===== src/rtl/core/http_response_length_parser_assert.svh =====
// Assertion macros shared by the length parser modules.
// Both macros sample on the rising clock edge and stay quiet while reset is held.
`ifndef HTTP_RESPONSE_LENGTH_PARSER_ASSERT_SVH
`define HTTP_RESPONSE_LENGTH_PARSER_ASSERT_SVH

`ifndef NO_ASSERTIONS

// The condition implies the consequence in the same cycle.
`define HRLP_ASSERT_IMPLY(name, clk, rst_n, ante, cons) \
	name: assert property (@(posedge clk) disable iff (!rst_n) (ante) |-> (cons)) \
		else $error("hrlp assertion failed");

// The condition implies the consequence in the next cycle.
`define HRLP_ASSERT_NEXT(name, clk, rst_n, ante, cons) \
	name: assert property (@(posedge clk) disable iff (!rst_n) (ante) |=> (cons)) \
		else $error("hrlp assertion failed");

`else

`define HRLP_ASSERT_IMPLY(name, clk, rst_n, ante, cons)
`define HRLP_ASSERT_NEXT(name, clk, rst_n, ante, cons)

`endif

`endif


===== src/rtl/core/hrlp_pkg.sv =====
package hrlp_pkg;

	// Header key and number width
	localparam int PREFIX_LEN  = 16;
	localparam int KEY_IDX_W   = $clog2(PREFIX_LEN);
	localparam int LENGTH_BITS = 32;
	localparam int ACC_W       = LENGTH_BITS + 4;
	localparam int CLEN_W      = 32;
	localparam int COUNT_W     = 31;
	localparam int LINE_POS_W  = 5;

	localparam logic [LINE_POS_W-1:0] LINE_MAX = {LINE_POS_W{1'b1}};
	localparam logic [COUNT_W-1:0]    COUNT_MAX = {COUNT_W{1'b1}};
	localparam logic [LENGTH_BITS-1:0] LEN_CAP = {1'b1, {(LENGTH_BITS-1){1'b0}}};

	localparam logic [7:0] CH_NL    = 8'h0A;
	localparam logic [7:0] CH_CR    = 8'h0D;
	localparam logic [7:0] CH_TAB   = 8'h09;
	localparam logic [7:0] CH_VT    = 8'h0B;
	localparam logic [7:0] CH_FF    = 8'h0C;
	localparam logic [7:0] CH_SPACE = 8'h20;
	localparam logic [7:0] CH_PLUS  = 8'h2B;
	localparam logic [7:0] CH_MINUS = 8'h2D;
	localparam logic [7:0] CH_ZERO  = 8'h30;
	localparam logic [7:0] CH_NINE  = 8'h39;

	// "Content-Length: "
	localparam logic [7:0] KEY_TEXT [PREFIX_LEN] = '{
		8'h43, 8'h6F, 8'h6E, 8'h74, 8'h65, 8'h6E, 8'h74, 8'h2D,
		8'h4C, 8'h65, 8'h6E, 8'h67, 8'h74, 8'h68, 8'h3A, 8'h20
	};

	typedef logic signed [CLEN_W-1:0] clen_t;

	typedef enum logic [1:0] {
		CMD_DATA     = 2'd0,
		CMD_CLOSE    = 2'd1,
		CMD_LINK_ERR = 2'd2,
		CMD_RESTART  = 2'd3
	} cmd_t;

	typedef enum logic [1:0] {
		PH_HEADER = 2'd0,
		PH_BODY   = 2'd1,
		PH_DONE   = 2'd2,
		PH_FAIL   = 2'd3
	} phase_t;

	typedef enum logic [2:0] {
		ST_NONE   = 3'd0,
		ST_DONE   = 3'd1,
		ST_OVER   = 3'd2,
		ST_LINK   = 3'd3,
		ST_CLOSED = 3'd4
	} status_t;

	typedef enum logic [1:0] {
		NS_WS     = 2'd0,
		NS_SIGN   = 2'd1,
		NS_DIGITS = 2'd2,
		NS_END    = 2'd3
	} nstage_t;

	typedef struct packed {
		cmd_t       command;
		logic [7:0] data_byte;
	} item_t;

	typedef struct packed {
		phase_t             phase;
		status_t            status;
		logic               body_valid;
		logic [7:0]         body_byte;
		clen_t              declared_len;
		logic [COUNT_W-1:0] body_count;
	} result_t;

	// Step control from the top level to the line parser
	typedef struct packed {
		logic       apply;
		logic       restart;
		logic [7:0] data_byte;
	} line_step_t;

	// Events the line parser reports for the current header byte
	typedef struct packed {
		logic  header_end;
		logic  commit;
		clen_t commit_value;
	} line_evt_t;

endpackage


===== src/rtl/core/hrlp_line_parser.sv =====
`include "http_response_length_parser_assert.svh"

module hrlp_line_parser (
	input  logic                clk,
	input  logic                arst_n,
	input  hrlp_pkg::line_step_t step,
	output hrlp_pkg::line_evt_t  evt
);
	import hrlp_pkg::*;

	logic [LINE_POS_W-1:0]  line_pos_q;
	logic                   prefix_ok_q;
	logic                   first_is_cr_q;
	nstage_t                ns_q;
	logic                   negative_q;
	logic [LENGTH_BITS-1:0] pending_q;

	logic [7:0]             c;
	logic                   is_nl;
	logic                   is_cr;
	logic                   is_blank;
	logic                   is_digit;
	logic                   is_sign;
	logic                   in_prefix;
	logic                   key_match;
	logic                   feed;
	nstage_t                ns_next;
	logic [ACC_W-1:0]       p_ext;
	logic [ACC_W-1:0]       acc;
	logic [LENGTH_BITS-1:0] acc_sat;
	logic [LENGTH_BITS-1:0] pos_value;
	logic signed [LENGTH_BITS:0] neg_value;

	// Classify the incoming byte
	assign c         = step.data_byte;
	assign is_nl     = (c == CH_NL);
	assign is_cr     = (c == CH_CR);
	assign is_blank  = (c == CH_SPACE) || (c == CH_TAB) || (c == CH_VT) ||
	                   (c == CH_FF) || (c == CH_CR);
	assign is_digit  = (c >= CH_ZERO) && (c <= CH_NINE);
	assign is_sign   = (c == CH_PLUS) || (c == CH_MINUS);
	assign in_prefix = (line_pos_q < LINE_POS_W'(PREFIX_LEN));
	assign key_match = (c == KEY_TEXT[line_pos_q[KEY_IDX_W-1:0]]);
	assign feed      = !in_prefix && prefix_ok_q;

	// Number scanner next state
	always_comb begin
		unique case (ns_q)
			NS_WS: begin
				if (is_blank) begin
					ns_next = NS_WS;
				end else if (is_sign) begin
					ns_next = NS_SIGN;
				end else begin
					ns_next = is_digit ? NS_DIGITS : NS_END;
				end
			end
			NS_SIGN, NS_DIGITS: ns_next = is_digit ? NS_DIGITS : NS_END;
			NS_END:             ns_next = NS_END;
		endcase
	end

	// Accumulate one decimal digit, saturating at the cap
	always_comb begin
		p_ext   = ACC_W'(pending_q);
		acc     = (p_ext << 3) + (p_ext << 1) + ACC_W'(c - CH_ZERO);
		acc_sat = (acc > ACC_W'(LEN_CAP)) ? LEN_CAP : acc[LENGTH_BITS-1:0];
	end

	// Signed value to commit at the end of a key line
	always_comb begin
		neg_value = -$signed({1'b0, pending_q});
		pos_value = (pending_q >= LEN_CAP) ? (LEN_CAP - LENGTH_BITS'(1)) : pending_q;
		evt.header_end   = is_nl && (line_pos_q == LINE_POS_W'(1)) && first_is_cr_q;
		evt.commit       = is_nl && !evt.header_end && prefix_ok_q && !in_prefix;
		evt.commit_value = negative_q ? CLEN_W'(neg_value) : CLEN_W'(pos_value);
	end

	// Line state: clear on restart or newline, advance on other header bytes
	always_ff @(posedge clk or negedge arst_n) begin
		if (!arst_n) begin
			line_pos_q    <= '0;
			prefix_ok_q   <= 1'b1;
			first_is_cr_q <= 1'b0;
			ns_q          <= NS_WS;
			negative_q    <= 1'b0;
			pending_q     <= '0;
		end else if (step.restart || (step.apply && is_nl)) begin
			line_pos_q    <= '0;
			prefix_ok_q   <= 1'b1;
			first_is_cr_q <= 1'b0;
			ns_q          <= NS_WS;
			negative_q    <= 1'b0;
			pending_q     <= '0;
		end else if (step.apply) begin
			if ((line_pos_q == '0) && is_cr) begin
				first_is_cr_q <= 1'b1;
			end
			if (in_prefix && !key_match) begin
				prefix_ok_q <= 1'b0;
			end
			if (feed) begin
				ns_q <= ns_next;
				if ((ns_q == NS_WS) && is_sign) begin
					negative_q <= (c == CH_MINUS);
				end
				if (ns_next == NS_DIGITS) begin
					pending_q <= acc_sat;
				end
			end
			if (line_pos_q != LINE_MAX) begin
				line_pos_q <= line_pos_q + LINE_POS_W'(1);
			end
		end
	end

	`HRLP_ASSERT_NEXT(a_restart_clears_line, clk, arst_n, step.restart,
		(line_pos_q == '0) && prefix_ok_q && (pending_q == '0))
	`HRLP_ASSERT_IMPLY(a_commit_needs_key, clk, arst_n, evt.commit,
		prefix_ok_q && (line_pos_q >= LINE_POS_W'(PREFIX_LEN)))
	`HRLP_ASSERT_IMPLY(a_pending_capped, clk, arst_n, 1'b1, pending_q <= LEN_CAP)

endmodule


===== src/rtl/core/http_response_length_parser.sv =====
// Channel  | Handshake                  | Payload
// ---------+----------------------------+----------------------------------
// item     | item_valid / item_stall    | item: command, data_byte
// result   | result_valid / result_stall| result: phase, status, body byte,
//          |                            |   declared_len, body_count
//
// One request per cycle while item_stall is low; a taken request is held in the input
// register, and the state update then loads its result into the result register, from
// which it can be taken.
// The per-byte header and body update is combinational logic between the two registers.
// Reset returns to the header phase with no length and a zero count.
// A stalled result holds the result register; the input register then fills and
// item_stall rises until the result is taken.
`include "http_response_length_parser_assert.svh"

module http_response_length_parser (
	input  logic             clk,
	input  logic             arst_n,
	input  logic             item_valid,
	output logic             item_stall,
	input  hrlp_pkg::item_t   item,
	output logic             result_valid,
	input  logic             result_stall,
	output hrlp_pkg::result_t result
);
	import hrlp_pkg::*;

	// Pipeline registers
	logic    valid_s1;
	item_t   item_s1;
	result_t result_s2;
	logic    valid_s2;

	// Parser state
	phase_t             phase_q;
	status_t            status_q;
	logic               started_q;
	clen_t              declared_q;
	logic [COUNT_W-1:0] count_q;

	// Next-state values
	phase_t             phase_d;
	status_t            status_d;
	logic               started_d;
	clen_t              declared_d;
	logic [COUNT_W-1:0] count_d;
	logic               body_valid_d;

	logic               advance;
	logic               fire;
	logic               active;
	logic [COUNT_W-1:0] count_inc;
	clen_t              count_ext;
	line_step_t         line_step;
	line_evt_t          line_evt;

	// Handshake: the result register frees when empty or taken
	assign advance    = !valid_s2 || !result_stall;
	assign fire       = valid_s1 && advance;
	assign item_stall = valid_s1 && !advance;

	assign active    = (phase_q == PH_HEADER) || (phase_q == PH_BODY);
	assign count_inc = (count_q != COUNT_MAX) ? (count_q + COUNT_W'(1)) : count_q;
	assign count_ext = $signed(CLEN_W'(count_inc));

	always_comb begin
		line_step.apply     = fire && (phase_q == PH_HEADER) && (item_s1.command == CMD_DATA);
		line_step.restart   = fire && (item_s1.command == CMD_RESTART);
		line_step.data_byte = item_s1.data_byte;
	end

	hrlp_line_parser u_line (
		.clk    (clk),
		.arst_n (arst_n),
		.step   (line_step),
		.evt    (line_evt)
	);

	// Phase and status next state
	always_comb begin
		phase_d    = phase_q;
		status_d   = status_q;
		started_d  = started_q;
		declared_d = declared_q;
		count_d    = count_q;
		unique case (item_s1.command)
			CMD_RESTART: begin
				phase_d    = PH_HEADER;
				status_d   = ST_NONE;
				started_d  = 1'b0;
				declared_d = '0;
				count_d    = '0;
			end
			CMD_DATA: begin
				if (active) begin
					started_d = 1'b1;
					if (phase_q == PH_HEADER) begin
						if (line_evt.header_end) begin
							phase_d = PH_BODY;
						end
						if (line_evt.commit) begin
							declared_d = line_evt.commit_value;
						end
					end else begin
						count_d = count_inc;
						if (count_ext == declared_q) begin
							phase_d  = PH_DONE;
							status_d = ST_DONE;
						end else if (count_ext > declared_q) begin
							phase_d  = PH_FAIL;
							status_d = ST_OVER;
						end
					end
				end
			end
			CMD_CLOSE: begin
				if (active) begin
					phase_d  = PH_FAIL;
					status_d = ST_CLOSED;
				end
			end
			CMD_LINK_ERR: begin
				if (active && started_q) begin
					phase_d  = PH_FAIL;
					status_d = ST_LINK;
				end
			end
		endcase
	end

	// Body pass-through flag
	always_comb begin
		body_valid_d = (item_s1.command == CMD_DATA) && (phase_q == PH_BODY);
	end

	// Input register: take a request whenever the stage is free or draining
	always_ff @(posedge clk or negedge arst_n) begin
		if (!arst_n) begin
			valid_s1 <= 1'b0;
		end else if (item_valid && !item_stall) begin
			valid_s1 <= 1'b1;
		end else if (advance) begin
			valid_s1 <= 1'b0;
		end
	end

	always_ff @(posedge clk) begin
		if (item_valid && !item_stall) begin
			item_s1 <= item;
		end
	end

	// Parser state update
	always_ff @(posedge clk or negedge arst_n) begin
		if (!arst_n) begin
			phase_q    <= PH_HEADER;
			status_q   <= ST_NONE;
			started_q  <= 1'b0;
			declared_q <= '0;
			count_q    <= '0;
		end else if (fire) begin
			phase_q    <= phase_d;
			status_q   <= status_d;
			started_q  <= started_d;
			declared_q <= declared_d;
			count_q    <= count_d;
		end
	end

	// Result register
	always_ff @(posedge clk or negedge arst_n) begin
		if (!arst_n) begin
			valid_s2 <= 1'b0;
		end else if (fire) begin
			valid_s2 <= 1'b1;
		end else if (advance) begin
			valid_s2 <= 1'b0;
		end
	end

	always_ff @(posedge clk) begin
		if (fire) begin
			result_s2.phase        <= phase_d;
			result_s2.status       <= status_d;
			result_s2.body_valid   <= body_valid_d;
			result_s2.body_byte    <= body_valid_d ? item_s1.data_byte : 8'h00;
			result_s2.declared_len <= declared_d;
			result_s2.body_count   <= count_d;
		end
	end

	assign result_valid = valid_s2;
	assign result       = result_s2;

	`HRLP_ASSERT_IMPLY(a_stall_needs_item, clk, arst_n, item_stall, valid_s1 && valid_s2)
	`HRLP_ASSERT_NEXT(a_terminal_holds, clk, arst_n,
		fire && !active && (item_s1.command != CMD_RESTART),
		(phase_q == $past(phase_q)) && (status_q == $past(status_q)))
	`HRLP_ASSERT_NEXT(a_count_monotonic, clk, arst_n,
		fire && (item_s1.command != CMD_RESTART), count_q >= $past(count_q))
	`HRLP_ASSERT_NEXT(a_body_byte_flag, clk, arst_n,
		fire && (phase_q == PH_BODY) && (item_s1.command == CMD_DATA),
		valid_s2 && result_s2.body_valid)

endmodule


===== config.mk =====
export PLATFORM = sky130hd
export DESIGN_NAME = http_response_length_parser
export DESIGN_NICKNAME = d
export VERILOG_FILES = /design/src/rtl/core/hrlp_pkg.sv /design/src/rtl/core/hrlp_line_parser.sv /design/src/rtl/core/http_response_length_parser.sv
export VERILOG_INCLUDE_DIRS = /design/src /design/src/rtl/core
export SDC_FILE = /design/constraint.sdc
export NUM_CORES = 1
export LEC_CHECK = 0
export BUFFER_PORTS_ARGS = -buffer_cell sky130_fd_sc_hd__buf_4
export CAP_MARGIN = 20
export CORE_MARGIN = 2
export CORE_UTILIZATION = 50
export CTS_CLUSTER_SIZE = 25
export DETAILED_ROUTE_END_ITERATION = 6
export HOLD_SLACK_MARGIN = 0.06
export PLACE_DENSITY_LB_ADDON = 0.05
export SYNTH_ARGS = -nofsm -noshare
export SYNTH_HDL_FRONTEND = slang
export SYNTH_SLANG_ARGS = --single-unit

===== constraint.sdc =====
create_clock -name clk -period 8 [get_ports clk]
set_input_delay 0.4 -clock clk [delete_from_list [all_inputs] [get_ports clk]]
set_output_delay 0.4 -clock clk [all_outputs]
set_load 0.01 [all_outputs]

# Word level (Yosys, flattened, before mapping)
# Memory sizes are Yosys's and may differ from the RTL's.
# Cells that the tools add are included.
[classes]
add_sub_neg = 6
order_cmp = 7
n_eq_ne = 22
mux = 57
n_bitwise = 1
reduce_logical = 56
[op_table]
columns = ["cell", "count"]
rows = [
  ["$mux W32", 10],
  ["$mux W31", 3],
  ["$pmux W32 S2", 1],
  ["$pmux W31 S2", 1],
  ["$eq A8 B4 Y1 const B", 5],
  ["$add A35 B33 Y36", 1],
  ["$add A36 B36 Y36", 1],
  ["$gt A36 B32 Y1 const B", 1],
  ["$eq A32 B32 Y1", 1],
  ["$ge A32 B32 Y1 const B", 1],
  ["$gt A32 B32 Y1", 1],
  ["$neg A32 Y32", 1],
  ["$add A31 B1 Y31 const B", 1],
  ["$ne A31 B31 Y1 const B", 1],
  ["$eq A8 B6 Y1 const B", 3],
  ["$mux W2", 12],
  ["$reduce_bool A2 Y1", 10],
  ["$logic_and A1 B1 Y1", 19],
  ["$mux W3", 6],
  ["$mux W8", 2],
  ["$mux W1", 15],
  ["$mux W5", 3],
  ["$pmux W3 S4", 1],
  ["$eq A2 B2 Y1 const B", 5],
  ["other kinds (22)", 44],
]
[word_totals]
regBits = 200
mem_bits_ro = 128
inputBits = 14
elab_cells = 171
n_memories = 1
[memory_table]
columns = ["memory", "words", "word_bits", "rd", "rd_ports_with_merged_regs", "write_ports", "line_no", "rtl"]
rows = [
  ["(name not given)", 16, 8, 1, 0, 0, "hrlp_line_parser.sv:43", "assign key_match = (c == KEY_TEXT[line_pos_q[KEY_IDX_W-1:0]]);"],
]

# Logic depth before layout (Yosys ltp)
# Gate-level depths: netlist of run 1.
[depth]
ltp_word = 12
ltp_mapped = 19
mapped_depth_nobuf = 18

# Modules after synthesis
# Synthesis of run 1 repeated with hierarchy kept, for this count alone.
[hier_totals]
hier_cells = 1607
area_unflattened_um2 = 14217.4
[modules_own_cells]
columns = ["mod", "instances", "cells_each", "area_per_inst_um2"]
rows = [
  ["http_response_length_parser", 1, 917, 8622.0],
  ["hrlp_line_parser", 1, 690, 5595.4],
]

# Worst setup path before layout of run 1
# OpenSTA, ideal clock, no wires.
[synth_path]
path_type = "register to register"
start = "register item_s1[4] in the netlist's numbering"
end = "register u_line.pending_q[28]"
t_arrival_ns = 4.865
t_required_ns = 7.924
path_slack_ns = 3.059
path_stages_with_launch = 17
path_cell_list = "edfxtp_1 ha_1 or3_1 inv_1 fa_1 ha_1 clkbuf_1 and3_1 nand2_1 a2111oi_0 nor4bb_1 or3b_1 o211ai_1 nand4_1 or3_1 buf_2 o21ai_1"
[synth_between]
elab_chain_len = 10
[synth_rtl]
columns = ["item", "line_no", "rtl"]
rows = [
  ["start, declared", "http_response_length_parser.sv:30", "item_t item_s1;"],
  ["start signal, assigned", "http_response_length_parser.sv:149", "item_s1 <= item;"],
  ["parallel branches: the longest is 10 deep, another holds $add A36 B36 Y36", "-", ""],
  ["end signal, assigned", "hrlp_line_parser.sv:108", "pending_q <= acc_sat;"],
  ["end, declared", "hrlp_line_parser.sv:16", "logic [LENGTH_BITS-1:0] pending_q;"],
]
# Several ways; the timed one is not identified. The select of a mux whose other input is x is not followed.
# A chain may end at the register's enable or synchronous reset.

# Final worst setup path of run 1
[layout_path]
start = "register item_s1[4] in the netlist's numbering"
end = "register u_line.pending_q[29]"
# Same word-level chain as after synthesis.

==> out/qor.csv, run 1 <==
stage,metric,value,unit
clock_tree,Root Driver,clkbuf_16,
worst_setup_path,required time of the critical path,8.36,ns
clock_tree,H-tree levels,4,
sta,"Hold Vio Cnt, Final",0,
finish,Nets,1743,
route,final wirelength,38200,um
clock_tree,Clock Sinks,200,
worst_hold_path,hold depth,1,
sta,crit path time final,5.99,ns
floorplanning,Die Width,173,um
sta,Tcrit/Tclk final,0.749,
worst_setup_path,Worst R2R Start,item_s1[4]$_DFFE_PP_,
worst_hold_path,Hold Crit Class,input pin to flip-flop,
synth,Main synth FF type,dfrtp_1,
worst_setup_path,worst-path fanout max,26,
finish,post-route insts no fill,2002,
synth,Synth cell types,79,
place,placed insts,1969,
worst_hold_path,WHS Endpoint,item_s1[7]$_DFFE_PP_,
sta,Final setup viols,0,
worst_hold_path,hold path startpoint,item[7],
sta,Final Max Tran Viols,0,
finish,design area,0.0157,mm^2
global_routing,total grt overflow,0,
synth,"Avg Cell Area, Syn",8.98,um^2
global_routing,global-route wire length before repair,61900,um
floorplanning,starting density of the core,0.510,
pwr,Pleak,6.80,nW
synth,cell area after synthesis,0.0142,mm^2
sta,Slew HR,0.315,
synth,number of synthesized flops with an enable pin,87,
finish,Fillers,2534,
clock_tree,cts hold-fix bufs,1,
floorplanning,Core Region,0.0279,mm^2
place,IO buf count,92,
clock_tree,Clock Latency Late Sink,0.45,ns
route,routed len/inst,19.1,um
synth,synth warn,0,
synth,post-synth top area share,0.197,
job,max_cap viols,0,
run_status,status,"finished, final reports clean",
worst_setup_path,R2R setup slack,2.01,ns
global_routing,vias in the first global route,11400,
route,total iterations of the first detailed-routing run,6,
route,DR DRC count,0,
finish,diode count,0,
route,DR iter-0 viols,1162,
finish,share of cells above drive strength 1,0.108,
floorplanning,row count,61,
sta,RSZ-0062 raised after global routing,false,
sta,final clock skew,0.0163,ns
synth,Synth Register Bits,200,
place,placed instance area,0.0151,mm^2
worst_setup_path,WP data arrival,6.35,ns
place,gp weighted congestion,0.871,
route,"antenna viol nets, final",0,
floorplanning,I/O pin count,93,
worst_setup_path,Crit. End Element,flip-flop,
clock_tree,PostCTS Resize Cnt,0,
worst_setup_path,Critical Path Source Type,flip-flop,
sta,worst slew pin tran,1.02,ns
place,hpwl dp,28000,um
pwr,power per cell area,163,mW/mm^2
worst_setup_path,reg2reg path depth,15,
sta,setup TNS,0,ns
clock_tree,CTS buffer count,17,
global_routing,GRT Util Overall,0.257,
synth,sequential area share after synthesis,0.383,
pwr,maximum VDD drop,0.000144,V
route,via count,12100,
clock_tree,Post-CTS Setup Bufs,0,
finish,area grow syn2layout,10.7,%
synth,syn_nets,1714,
synth,Synth area leader,dfrtp_1,
worst_setup_path,worst setup path startpoint,item_s1[4]$_DFFE_PP_,
sta,Max Fclk,0.167,GHz
synth,main area contributors after synthesis,"dfrtp_1 (20%), edfxtp_1 (18%), ha_1 (7.7%), nand2_1 (5.3%), o21ai_0 (4.9%)",
clock_tree,clock tree from TritonCTS,done,
worst_setup_path,worst flop-to-flop path endpoint,u_line.pending_q[29]$_DFFE_PN0P_,
global_routing,initial antenna violation count,0,
clock_tree,clk slew on worst S/H paths,0.08,ns
clock_tree,Clock Path Buffers,2,
synth,Post-synth ARST share,0.565,
synth,gate count after technology mapping,1582,
worst_setup_path,critical path class,flip-flop to flip-flop,
floorplanning,DIE AREA,0.0298,mm^2
route,routed via count divided by cell count,6.02,
floorplanning,die outline height,173,um
global_routing,largest net degree at the start of global routing,76,
## report_power, final
part / total (W) / internal, W / switching (W)
clock: 0.000874 / 0.000430 / 0.000444
sequential: 0.00120 / 0.00114 / 0.0000600
combinational: 0.000484 / 0.000180 / 0.000304
## worst max path at each step
stage,end,slack [ns],depth (start not counted)
3_5_place_dp,u_line.pending_q[29]$_DFFE_PN0P_,2.02,15
6_report,u_line.pending_q[29]$_DFFE_PN0P_,2.01,15
5_1_grt,u_line.pending_q[29]$_DFFE_PN0P_,1.61,15
3_3_place_gp,u_line.pending_q[19]$_DFFE_PN0P_,2.18,15
4_1_cts,u_line.pending_q[29]$_DFFE_PN0P_,1.98,15
2_1_floorplan,u_line.pending_q[28]$_DFFE_PN0P_,3.06,16
## sequential cells by signal, summed over array words and instances (netlist names)
signal	count
count_q	31
declared_q	32
item_s1	10
phase_q	2
result	77
result_valid	1
started_q	1
status_q	3
u_line.first_is_cr_q	1
u_line.line_pos_q	5
u_line.negative_q	1
u_line.ns_q	2
u_line.pending_q	32
u_line.prefix_ok_q	1
valid_s1	1
## through the flow
| step | utilization | hold WS, ns | power (W) | setup WS (ns) |
|---|---|---|---|---|
| after floorplan | - | 0.104 | 0.00152 | 3.06 |
| after global placement | 0.543 | 0.449 | 0.00170 | 2.18 |
| after detailed placement | 0.543 | 0.446 | 0.00170 | 2.02 |
| after CTS | 0.564 | 0.109 | 0.00257 | 1.98 |
| after global routing | 0.564 | 0.101 | 0.00267 | 1.61 |
| final | 0.564 | 0.124 | 0.00256 | 2.01 |
## cell type report
cell class,count,area (um^2),share of cell area
multi-input combinational,1195,8070,0.513
sequential,200,5440,0.346
timing repair buffer,107,806,0.0513
tap,378,473,0.0301
clock buffer,19,443,0.0282
inverter,90,340,0.0217
clock inverter,13,148,0.00939
## critical path: stages, from the launching register on
cell       delay (ns)
edfxtp_1         0.51
ha_1             0.30
or3_1            0.37
inv_1            0.07
buf_4            0.36
fa_1             0.49
ha_1             0.43
and3_1           0.21
nand2_1          0.07
a2111oi_0        0.54
nor4bb_1         0.22
or3b_1           0.41
o211ai_1         0.10
nand4_1          0.78
or3_1            0.81
o21ai_1          0.21
## layer usage
layer,global-route usage,up-vias,wire length [um],share of wire
met5,0,-,0,0
met4,0.0766,0,911,0.024
met3,0.0332,58,1540,0.040
met2,0.419,322,18200,0.48
met1,0.359,5842,17600,0.46
li1,-,5840,-,-
## layout by cell type, fill, tap and decap left out, drive strengths merged, types with 6 or more instances in the layout
cell	synthesis	routed
o21a	9	9
and3	15	15
o21ai	172	172
o22ai	23	23
o41ai	22	22
a21oi	100	100
nor2b	7	7
nor3	31	31
a31oi	16	16
a22o	34	34
inv	89	96
xnor2	38	38
a32o	6	6
or3	21	21
nand2	201	201
or4	8	8
xor2	32	32
a21o	30	30
dfrtp	112	112
fa	31	31
ha	87	87
buf	10	106
clkbuf	87	19
nand3	43	43
edfxtp	87	87
or2	10	10
nor2	83	83
o211ai	11	11
clkinv	1	6
o31ai	20	20
nand2b	12	12
nor4	7	7
o21bai	6	6
mux2	9	9
a211oi	14	14
nand4	24	24
## cells in the mapped netlist, types with 13 or more instances
master and instances:
a22o_1 34, o21ai_0 139, dfrtp_1 112, or3_1 20
inv_1 89, edfxtp_1 87, and3_1 15, o41ai_1 22
nand2_1 201, o21ai_1 33, xnor2_1 38, o31ai_1 20
clkbuf_1 87, nor2_1 83, a211oi_1 13, nand3_1 42
nor3_1 29, a21oi_1 99, o22ai_1 23, nand4_1 24
xor2_1 32, ha_1 87, a21o_1 30, fa_1 31
a31oi_1 16
## cell families after synthesis
| group | synth area share |
|---|---|
| XOR/XNOR | 0.0432 |
| AND/OR/NAND/NOR | 0.168 |
| multiplexers | 0.0107 |
| adder cells (fa/ha/maj) | 0.120 |
| AO/OA/AOI/OAI | 0.225 |
| flip-flops | 0.383 |
| buffers and inverters | 0.0497 |
Power figures use the tool's default switching activity.
==> run 2, diff against run 1 <==
--- a/config.mk
+++ b/config.mk
@@ -6,6 +6,7 @@
 export SDC_FILE = /design/constraint.sdc
 export NUM_CORES = 1
 export LEC_CHECK = 0
+export ABC_AREA = 1
 export BUFFER_PORTS_ARGS = -buffer_cell sky130_fd_sc_hd__buf_4
 export CAP_MARGIN = 20
 export CORE_MARGIN = 2
==> constraint.sdc (replaced) <==
create_clock -name clk -period 5.4 [get_ports clk]
set_input_delay 0.27 -clock clk [delete_from_list [all_inputs] [get_ports clk]]
set_output_delay 0.27 -clock clk [all_outputs]
set_load 0.01 [all_outputs]
==> run 2 against run 1 <==
Sequential power is 62% higher. Critical path depth up 6. Via count rose by 18%. Combinational power grew to 3.4 times the previous value. Power up 92%. Die area rose by 7.1%. Largest cell class unchanged. Setup slack worse by 1.5 ns. Global-route usage up 4.1 points. Core utilization up 0.40 points. Highest routed layer unchanged.
==> out/qor.csv, run 2 <==
stage,metric,value,unit,change
finish,most frequent cells in the layout,"nand2_1 (595), inv_1 (296), nor2_1 (160), o21ai_0 (148), dfrtp_1 (112)",,
floorplanning,row count,63,,+3.3%
sta,Hold Slack,0.485,ns,+0.362 ns
finish,Fillers,2984,,+18%
worst_setup_path,reg2reg path depth,21,,+6
place,placed instance area,0.0162,mm^2,+7.3%
synth,number of synthesized flops with an enable pin,87,,unchanged
global_routing,total grt overflow,0,,unchanged
finish,"leading cell type in the layout, fill and taps excluded",nand2_1,,
synth,Synth Register Bits,200,,unchanged
synth,main area contributors after synthesis,"dfrtp_1 (18%), edfxtp_1 (17%), nand2_1 (15%), inv_1 (7.3%), ha_1 (7.1%)",,
clock_tree,Clock Sinks,200,,unchanged
synth,gate count after technology mapping,2090,,+32%
worst_setup_path,Critical Path Source Type,flip-flop,,
run_status,status,"finished, final reports clean",,
floorplanning,DIE AREA,0.0319,mm^2,+7.1%
worst_setup_path,required time of the critical path,5.79,ns,-2.57 ns
synth,Synth cell types,58,,-27%
clock_tree,clk slew on worst S/H paths,0.07,ns,about the same
route,via count,14300,,+18%
sta,"Hold Vio Cnt, Final",0,,unchanged
worst_setup_path,CP Depth,21,,+6
floorplanning,starting density of the core,0.511,,+0.00157
worst_setup_path,worst-path fanout max,31,,+19%
place,hpwl dp,35700,um,+27%
route,routed via count divided by cell count,5.54,,-8.1%
finish,max FFs per register,77,,unchanged
synth,Synth top cells by count,"nand2_1 (595), inv_1 (296), nor2_1 (161)",,
worst_setup_path,R2R setup slack,0.53,ns,-1.48 ns
worst_setup_path,worst flop-to-flop path endpoint,u_line.pending_q[18]$_DFFE_PN0P_,,
route,final wirelength,45800,um,+20%
sta,worst slew pin tran,0.921,ns,-0.104 ns
sta,Slew HR,0.386,,+0.0707
worst_setup_path,slowest cell on the critical path,nor2_4,,
worst_setup_path,Worst path max stage delay,0.55,ns,-0.26 ns
place,IO buf count,92,,unchanged
sta,setup TNS,0,ns,unchanged
finish,diode count,0,,unchanged
route,"antenna viol nets, final",0,,unchanged
global_routing,GRT Util Overall,0.298,,+0.0411
floorplanning,Die Width,179,um,+3.5%
floorplanning,Core Region,0.0298,mm^2,+7.0%
synth,cell area after synthesis,0.0152,mm^2,+7.3%
sta,final clock skew,0.0122,ns,-0.00409 ns
pwr,power per cell area,290,mW/mm^2,+78%
synth,most numerous cell in the Yosys netlist,nand2_1,,
clock_tree,Clock Path Buffers,2,,unchanged
sta,crit path time final,4.87,ns,-1.12 ns
synth,post-synth top area share,0.184,,-0.0134
worst_setup_path,buffer and inverter count on the worst path,4,,+2
floorplanning,die outline height,179,um,+3.5%
global_routing,initial antenna violation count,0,,unchanged
global_routing,vias in the first global route,13600,,+20%
job,max_cap viols,0,,unchanged
synth,Main synth FF type,dfrtp_1,,
pwr,Pleak,8.43,nW,+24%
floorplanning,I/O pin count,93,,unchanged
worst_setup_path,Crit. End Element,flip-flop,,
synth,Post-synth ARST share,0.565,,unchanged
sta,Final setup viols,0,,unchanged
clock_tree,clock tree from TritonCTS,done,,
sta,Max Fclk,0.205,GHz,+23%
clock_tree,H-tree levels,4,,unchanged
global_routing,global-route wire length before repair,72900,um,+18%
clock_tree,cts hold-fix bufs,13,,+12
route,routed len/inst,17.8,um,-6.7%
clock_tree,CTS buffer count,17,,unchanged
worst_setup_path,Worst R2R Start,item_s1[4]$_DFFE_PP_,,
worst_setup_path,CP most frequent cell,nand2_1,,
sta,RSZ-0062 raised after global routing,false,,
synth,Synth area leader,dfrtp_1,,
sta,Final Max Tran Viols,0,,unchanged
worst_setup_path,WP data arrival,5.26,ns,-1.09 ns
clock_tree,PostCTS Resize Cnt,0,,unchanged
place,gp weighted congestion,0.962,,+10%
route,DR iter-0 viols,1129,,-2.8%
route,total iterations of the first detailed-routing run,6,,unchanged
clock_tree,Root Driver,clkbuf_16,,
worst_hold_path,Hold Crit Class,input pin to asynchronous set/reset pin,,
clock_tree,Post-CTS Setup Bufs,0,,unchanged
synth,sequential area share after synthesis,0.357,,-0.0260
finish,area grow syn2layout,11.1,%,
route,DR DRC count,0,,unchanged
worst_setup_path,critical path class,flip-flop to flip-flop,,
synth,syn_nets,2222,,+30%
global_routing,largest net degree at the start of global routing,83,,+9.2%
finish,share of cells above drive strength 1,0.0893,,-0.0185
worst_setup_path,crit-path cells,"ha_1, nor2_2, buf_4, inv_1, fa_1, inv_1, ha_1, nand2_1, nor2_1, nand2_1, inv_1, nand2_1, nand2_1, nand2_1, nand3_1, nand2_1, nor2_1, nand3_2, nor2_4, nand3_1, nand2_1",,
synth,synth warn,0,,unchanged
synth,"Avg Cell Area, Syn",7.29,um^2,-19%
finish,design area,0.0169,mm^2,+7.7%
sta,Tcrit/Tclk final,0.903,,+0.154
finish,Nets,2304,,+32%
pwr,maximum VDD drop,0.000240,V,+67%
worst_setup_path,critical path's top delay family,simple AND/OR/NAND/NOR gates,,
clock_tree,Clock Latency Late Sink,0.45,ns,about the same
==> run 2: changes by cell type after synthesis, moves of 17 or more <==
cell,delta
xnor2_1,-33
nand2_1,+394
o41ai_1,-22
or3_1,-20
nand3_1,+69
a22o_1,-34
nor2_1,+78
clkbuf_1,-60
o22ai_1,-17
a21o_1,-26
inv_1,+207
o21ai_1,+48
==> run 2: cell type report <==
type | instances | area (um^2) | area share
clock buffer | 19 | 433 | 0.0256
tap | 390 | 488 | 0.0288
sequential | 200 | 5440 | 0.321
inverter | 307 | 1150 | 0.0681
timing repair buffer | 117 | 911 | 0.0538
clock inverter | 12 | 153 | 0.00902
multi-input combinational | 1529 | 8350 | 0.493
==> run 2: cell families after synthesis <==
family / synth area share
and+or+nand+nor: 0.279
adders and majority gates: 0.112
buffers and inverters: 0.0948
xor gates and xnor gates: 0.0206
DFF: 0.357
AOI/OAI and AO/OA: 0.136
==> run 2: power by group <==
group / switching (W) / internal [W] / leakage [nW]
clock: 0.000582 / 0.000726 / 0.277
sequential: 0.000159 / 0.00178 / 2.40
combinational: 0.00110 / 0.000562 / 5.75
==> run 2: worst register-to-register path, delay by kind of cell, from the launching register on <==
family | cells | cell delay, ns
simple gates | 14 | 2.55
fa+ha+maj | 3 | 1.14
flops | 1 | 0.48
buf+inv | 4 | 0.66
==> run 2: worst max-delay path by stage <==
| stage | endpoint | slack (ns) | startpoint |
|---|---|---|---|
| 6_report | u_line.pending_q[18]$_DFFE_PN0P_ | 0.53 | item_s1[4]$_DFFE_PP_ |
| 5_1_grt | u_line.pending_q[12]$_DFFE_PN0P_ | 0.16 | item_s1[4]$_DFFE_PP_ |
| 4_1_cts | u_line.pending_q[14]$_DFFE_PN0P_ | 0.57 | item_s1[4]$_DFFE_PP_ |
| 3_5_place_dp | u_line.pending_q[14]$_DFFE_PN0P_ | 0.59 | item_s1[4]$_DFFE_PP_ |
| 3_3_place_gp | u_line.pending_q[21]$_DFFE_PN0P_ | 0.62 | item_s1[4]$_DFFE_PP_ |
| 2_1_floorplan | u_line.pending_q[4]$_DFFE_PN0P_ | 0.64 | item_s1[4]$_DFFE_PP_ |
==> run 2: per-layer routing <==
layer | wire [um] | up-vias | global-route usage
met5 | 0 | - | 0
met4 | 1820 | 0 | 0.121
met3 | 1850 | 103 | 0.0332
met2 | 22400 | 440 | 0.517
met1 | 19700 | 6727 | 0.379
li1 | - | 6983 | -
==> run 2: per-stage QoR <==
stage               cells  setup WS (ns)  power [W]   util
floorplan            2090          0.638    0.00308      -
global placement     2530          0.618    0.00357  0.544
detailed placement   2530          0.592    0.00360  0.544
CTS                  2574          0.573    0.00492  0.568
global route         2574          0.162    0.00523  0.568
finish               2574          0.525    0.00491  0.568
==> run 3, diff against run 2 <==
--- a/config.mk
+++ b/config.mk
@@ -6,14 +6,14 @@
 export SDC_FILE = /design/constraint.sdc
 export NUM_CORES = 1
 export LEC_CHECK = 0
-export ABC_AREA = 1
+export ABC_AREA = 0
 export BUFFER_PORTS_ARGS = -buffer_cell sky130_fd_sc_hd__buf_4
 export CAP_MARGIN = 20
 export CORE_MARGIN = 2
 export CORE_UTILIZATION = 50
 export CTS_CLUSTER_SIZE = 25
 export DETAILED_ROUTE_END_ITERATION = 6
-export HOLD_SLACK_MARGIN = 0.06
+export HOLD_SLACK_MARGIN = 0.08
 export PLACE_DENSITY_LB_ADDON = 0.05
 export SYNTH_ARGS = -nofsm -noshare
 export SYNTH_HDL_FRONTEND = slang
==> run 3 against run 2 <==
Global-route usage down 3.7 points. Core utilization up 0.34 points. Fmax down 2.4%. Die area is 6.6% lower. Critical path depth is 4 lower. Sequential cell count unchanged. Clock power barely moved. Design area is 5.9% lower. Via count decreased by 15%. Non-clock buffer count rose by 13.
==> out/qor.csv, run 3 (synthesis results as in run 1) <==
stage,metric,value,unit,change
run_status,status,"finished, final reports clean",,
sta,Slew HR,0.235,,-0.151
worst_setup_path,reg2reg path depth,17,,-19%
worst_setup_path,critical path's top delay family,simple AND/OR/NAND/NOR gates,,
worst_setup_path,R2R setup slack,0.40,ns,-0.12 ns
worst_setup_path,critical path class,flip-flop to flip-flop,,
finish,"leading cell type in the layout, fill and taps excluded",nand2_1,,
floorplanning,row count,61,,-3.2%
worst_setup_path,Crit. End Element,flip-flop,,
finish,most frequent cells in the layout,"nand2_1 (201), o21ai_0 (138), buf_4 (116), dfrtp_1 (112), a21oi_1 (99)",,
clock_tree,Root Driver,clkbuf_16,,
sta,Final setup viols,0,,unchanged
sta,worst slew pin tran,1.14,ns,+0.223 ns
global_routing,largest net degree at the start of global routing,66,,-20%
pwr,maximum VDD drop,0.000198,V,-18%
worst_setup_path,WP data arrival,5.33,ns,+0.07 ns
sta,RSZ-0062 raised after global routing,false,,
pwr,Pleak,6.90,nW,-18%
sta,Max Fclk,0.200,GHz,-2.4%
clock_tree,Clock Latency Late Sink,0.44,ns,about the same
clock_tree,PostCTS Resize Cnt,0,,unchanged
worst_setup_path,buffer and inverter count on the worst path,0,,-4
sta,"Hold Vio Cnt, Final",0,,unchanged
job,max_cap viols,0,,unchanged
clock_tree,H-tree levels,4,,unchanged
floorplanning,I/O pin count,93,,unchanged
place,IO buf count,92,,unchanged
finish,Nets,1766,,-23%
floorplanning,Die Width,173,um,-3.4%
finish,design area,0.0159,mm^2,-5.9%
worst_setup_path,crit-path cells,"and4_1, and4_1, nand4_1, nand2_1, nor2_1, nand4_1, xnor2_1, ha_1, nand3_1, nor2_1, nand2_1, or3_1, or3_1, o21ai_1, nor2_1, o31a_1, mux2_2",,
route,routed via count divided by cell count,6.01,,+8.5%
worst_setup_path,worst-path fanout max,10,,-68%
finish,max FFs per register,77,,unchanged
worst_setup_path,slowest cell on the critical path,dfrtp_1,,
route,DR DRC count,0,,unchanged
global_routing,total grt overflow,0,,unchanged
clock_tree,Clock Path Buffers,2,,unchanged
worst_setup_path,required time of the critical path,5.73,ns,-0.06 ns
global_routing,global-route wire length before repair,62600,um,-14%
floorplanning,DIE AREA,0.0298,mm^2,-6.6%
clock_tree,CTS buffer count,17,,unchanged
worst_setup_path,CP Depth,17,,-19%
sta,Tcrit/Tclk final,0.925,,+0.0226
pwr,power per cell area,239,mW/mm^2,-18%
route,final wirelength,38600,um,-16%
place,gp weighted congestion,0.880,,-8.4%
clock_tree,Clock Sinks,200,,unchanged
worst_setup_path,Critical Path Source Type,flip-flop,,
worst_setup_path,CP most frequent cell,nor2_1,,
finish,share of cells above drive strength 1,0.113,,+0.0236
clock_tree,Post-CTS Setup Bufs,0,,unchanged
route,routed len/inst,19.1,um,+7.1%
pwr,Total Power,0.00380,W,-23%
worst_hold_path,Hold Crit Class,input pin to asynchronous set/reset pin,,
route,"antenna viol nets, final",0,,unchanged
sta,setup TNS,0,ns,unchanged
sta,crit path time final,5.00,ns,+0.122 ns
route,total iterations of the first detailed-routing run,5,,-1
global_routing,initial antenna violation count,0,,unchanged
global_routing,GRT Util Overall,0.261,,-0.0370
finish,Fillers,2480,,-17%
floorplanning,Core Region,0.0279,mm^2,-6.5%
route,DR iter-0 viols,1149,,+1.8%
place,placed instance area,0.0152,mm^2,-6.2%
global_routing,vias in the first global route,11500,,-16%
finish,area grow syn2layout,12.1,%,
sta,Final Max Tran Viols,0,,unchanged
place,hpwl dp,28200,um,-21%
finish,sequential cell area,0.00544,mm^2,unchanged
clock_tree,clock tree from TritonCTS,done,,
finish,multi-input logic area,0.00807,mm^2,-3.4%
floorplanning,die outline height,173,um,-3.4%
worst_setup_path,Worst path max stage delay,0.49,ns,-0.06 ns
clock_tree,clk slew on worst S/H paths,0.08,ns,about the same
floorplanning,starting density of the core,0.510,,-0.00157
sta,final clock skew,0.0181,ns,+0.00589 ns
route,via count,12200,,-15%
-- run 3: what timing repair did --
| item | in CTS | in global routing |
|---|---|---|
| setup endpoints to repair | 0 | 0 |
| endpoints found under the hold margin | 74 | 0 |
| hold buffers | 13 | 0 |
-- run 3: stage by stage --
step | cells | setup WS (ns) | util | hold slack [ns]
2_1_floorplan | 1582 | 0.459 | - | -0.0256
3_3_place_gp | 1979 | 0.476 | 0.545 | 0.442
3_5_place_dp | 1980 | 0.454 | 0.546 | 0.449
4_1_cts | 2025 | 0.410 | 0.571 | 0.491
5_1_grt | 2025 | 0.0862 | 0.571 | 0.507
6_report | 2026 | 0.404 | 0.572 | 0.466
-- run 3: path summary, 6_finish.rpt --
kind | start | end
setup / recovery | count_q[5]$_DFFE_PN0P_ | phase_q[0]$_DFFE_PN0P_
hold / removal | arst_n | count_q[20]$_DFFE_PN0P_
setup reg to reg | count_q[5]$_DFFE_PN0P_ | phase_q[0]$_DFFE_PN0P_
hold reg to reg | valid_s1$_DFFE_PN0P_ | result_valid$_DFFE_PN0P_
max in group asynchronous | arst_n | u_line.pending_q[25]$_DFFE_PN0P_
min in group clk | valid_s1$_DFFE_PN0P_ | result_valid$_DFFE_PN0P_
-- run 3: metal layers --
metal  vias to the layer above  track usage  part of all wire
met5                         -            0                 0
met4                         0       0.0705             0.018
met3                        42       0.0283             0.048
met2                       372        0.427              0.48
met1                      5885        0.370              0.45
li1                       5878            -                 -
-- run 3: power breakdown --
group,internal [W],total (W),switching [W]
Sequential,0.00168,0.00177,0.0000876
Combinational,0.000275,0.000734,0.000459
Clock,0.000636,0.00130,0.000662
Total,0.00260,0.00380,0.00121
-- run 3: cell type report --
cell class / instances / area share
multi-input cells: 1195 / 0.507
flip-flops and latches: 200 / 0.342
repair buffers: 130 / 0.0636
well taps: 378 / 0.0297
clock buffers: 19 / 0.0278
inverters: 90 / 0.0214
clock inverters: 13 / 0.00912
diodes: 1 / 0.000157
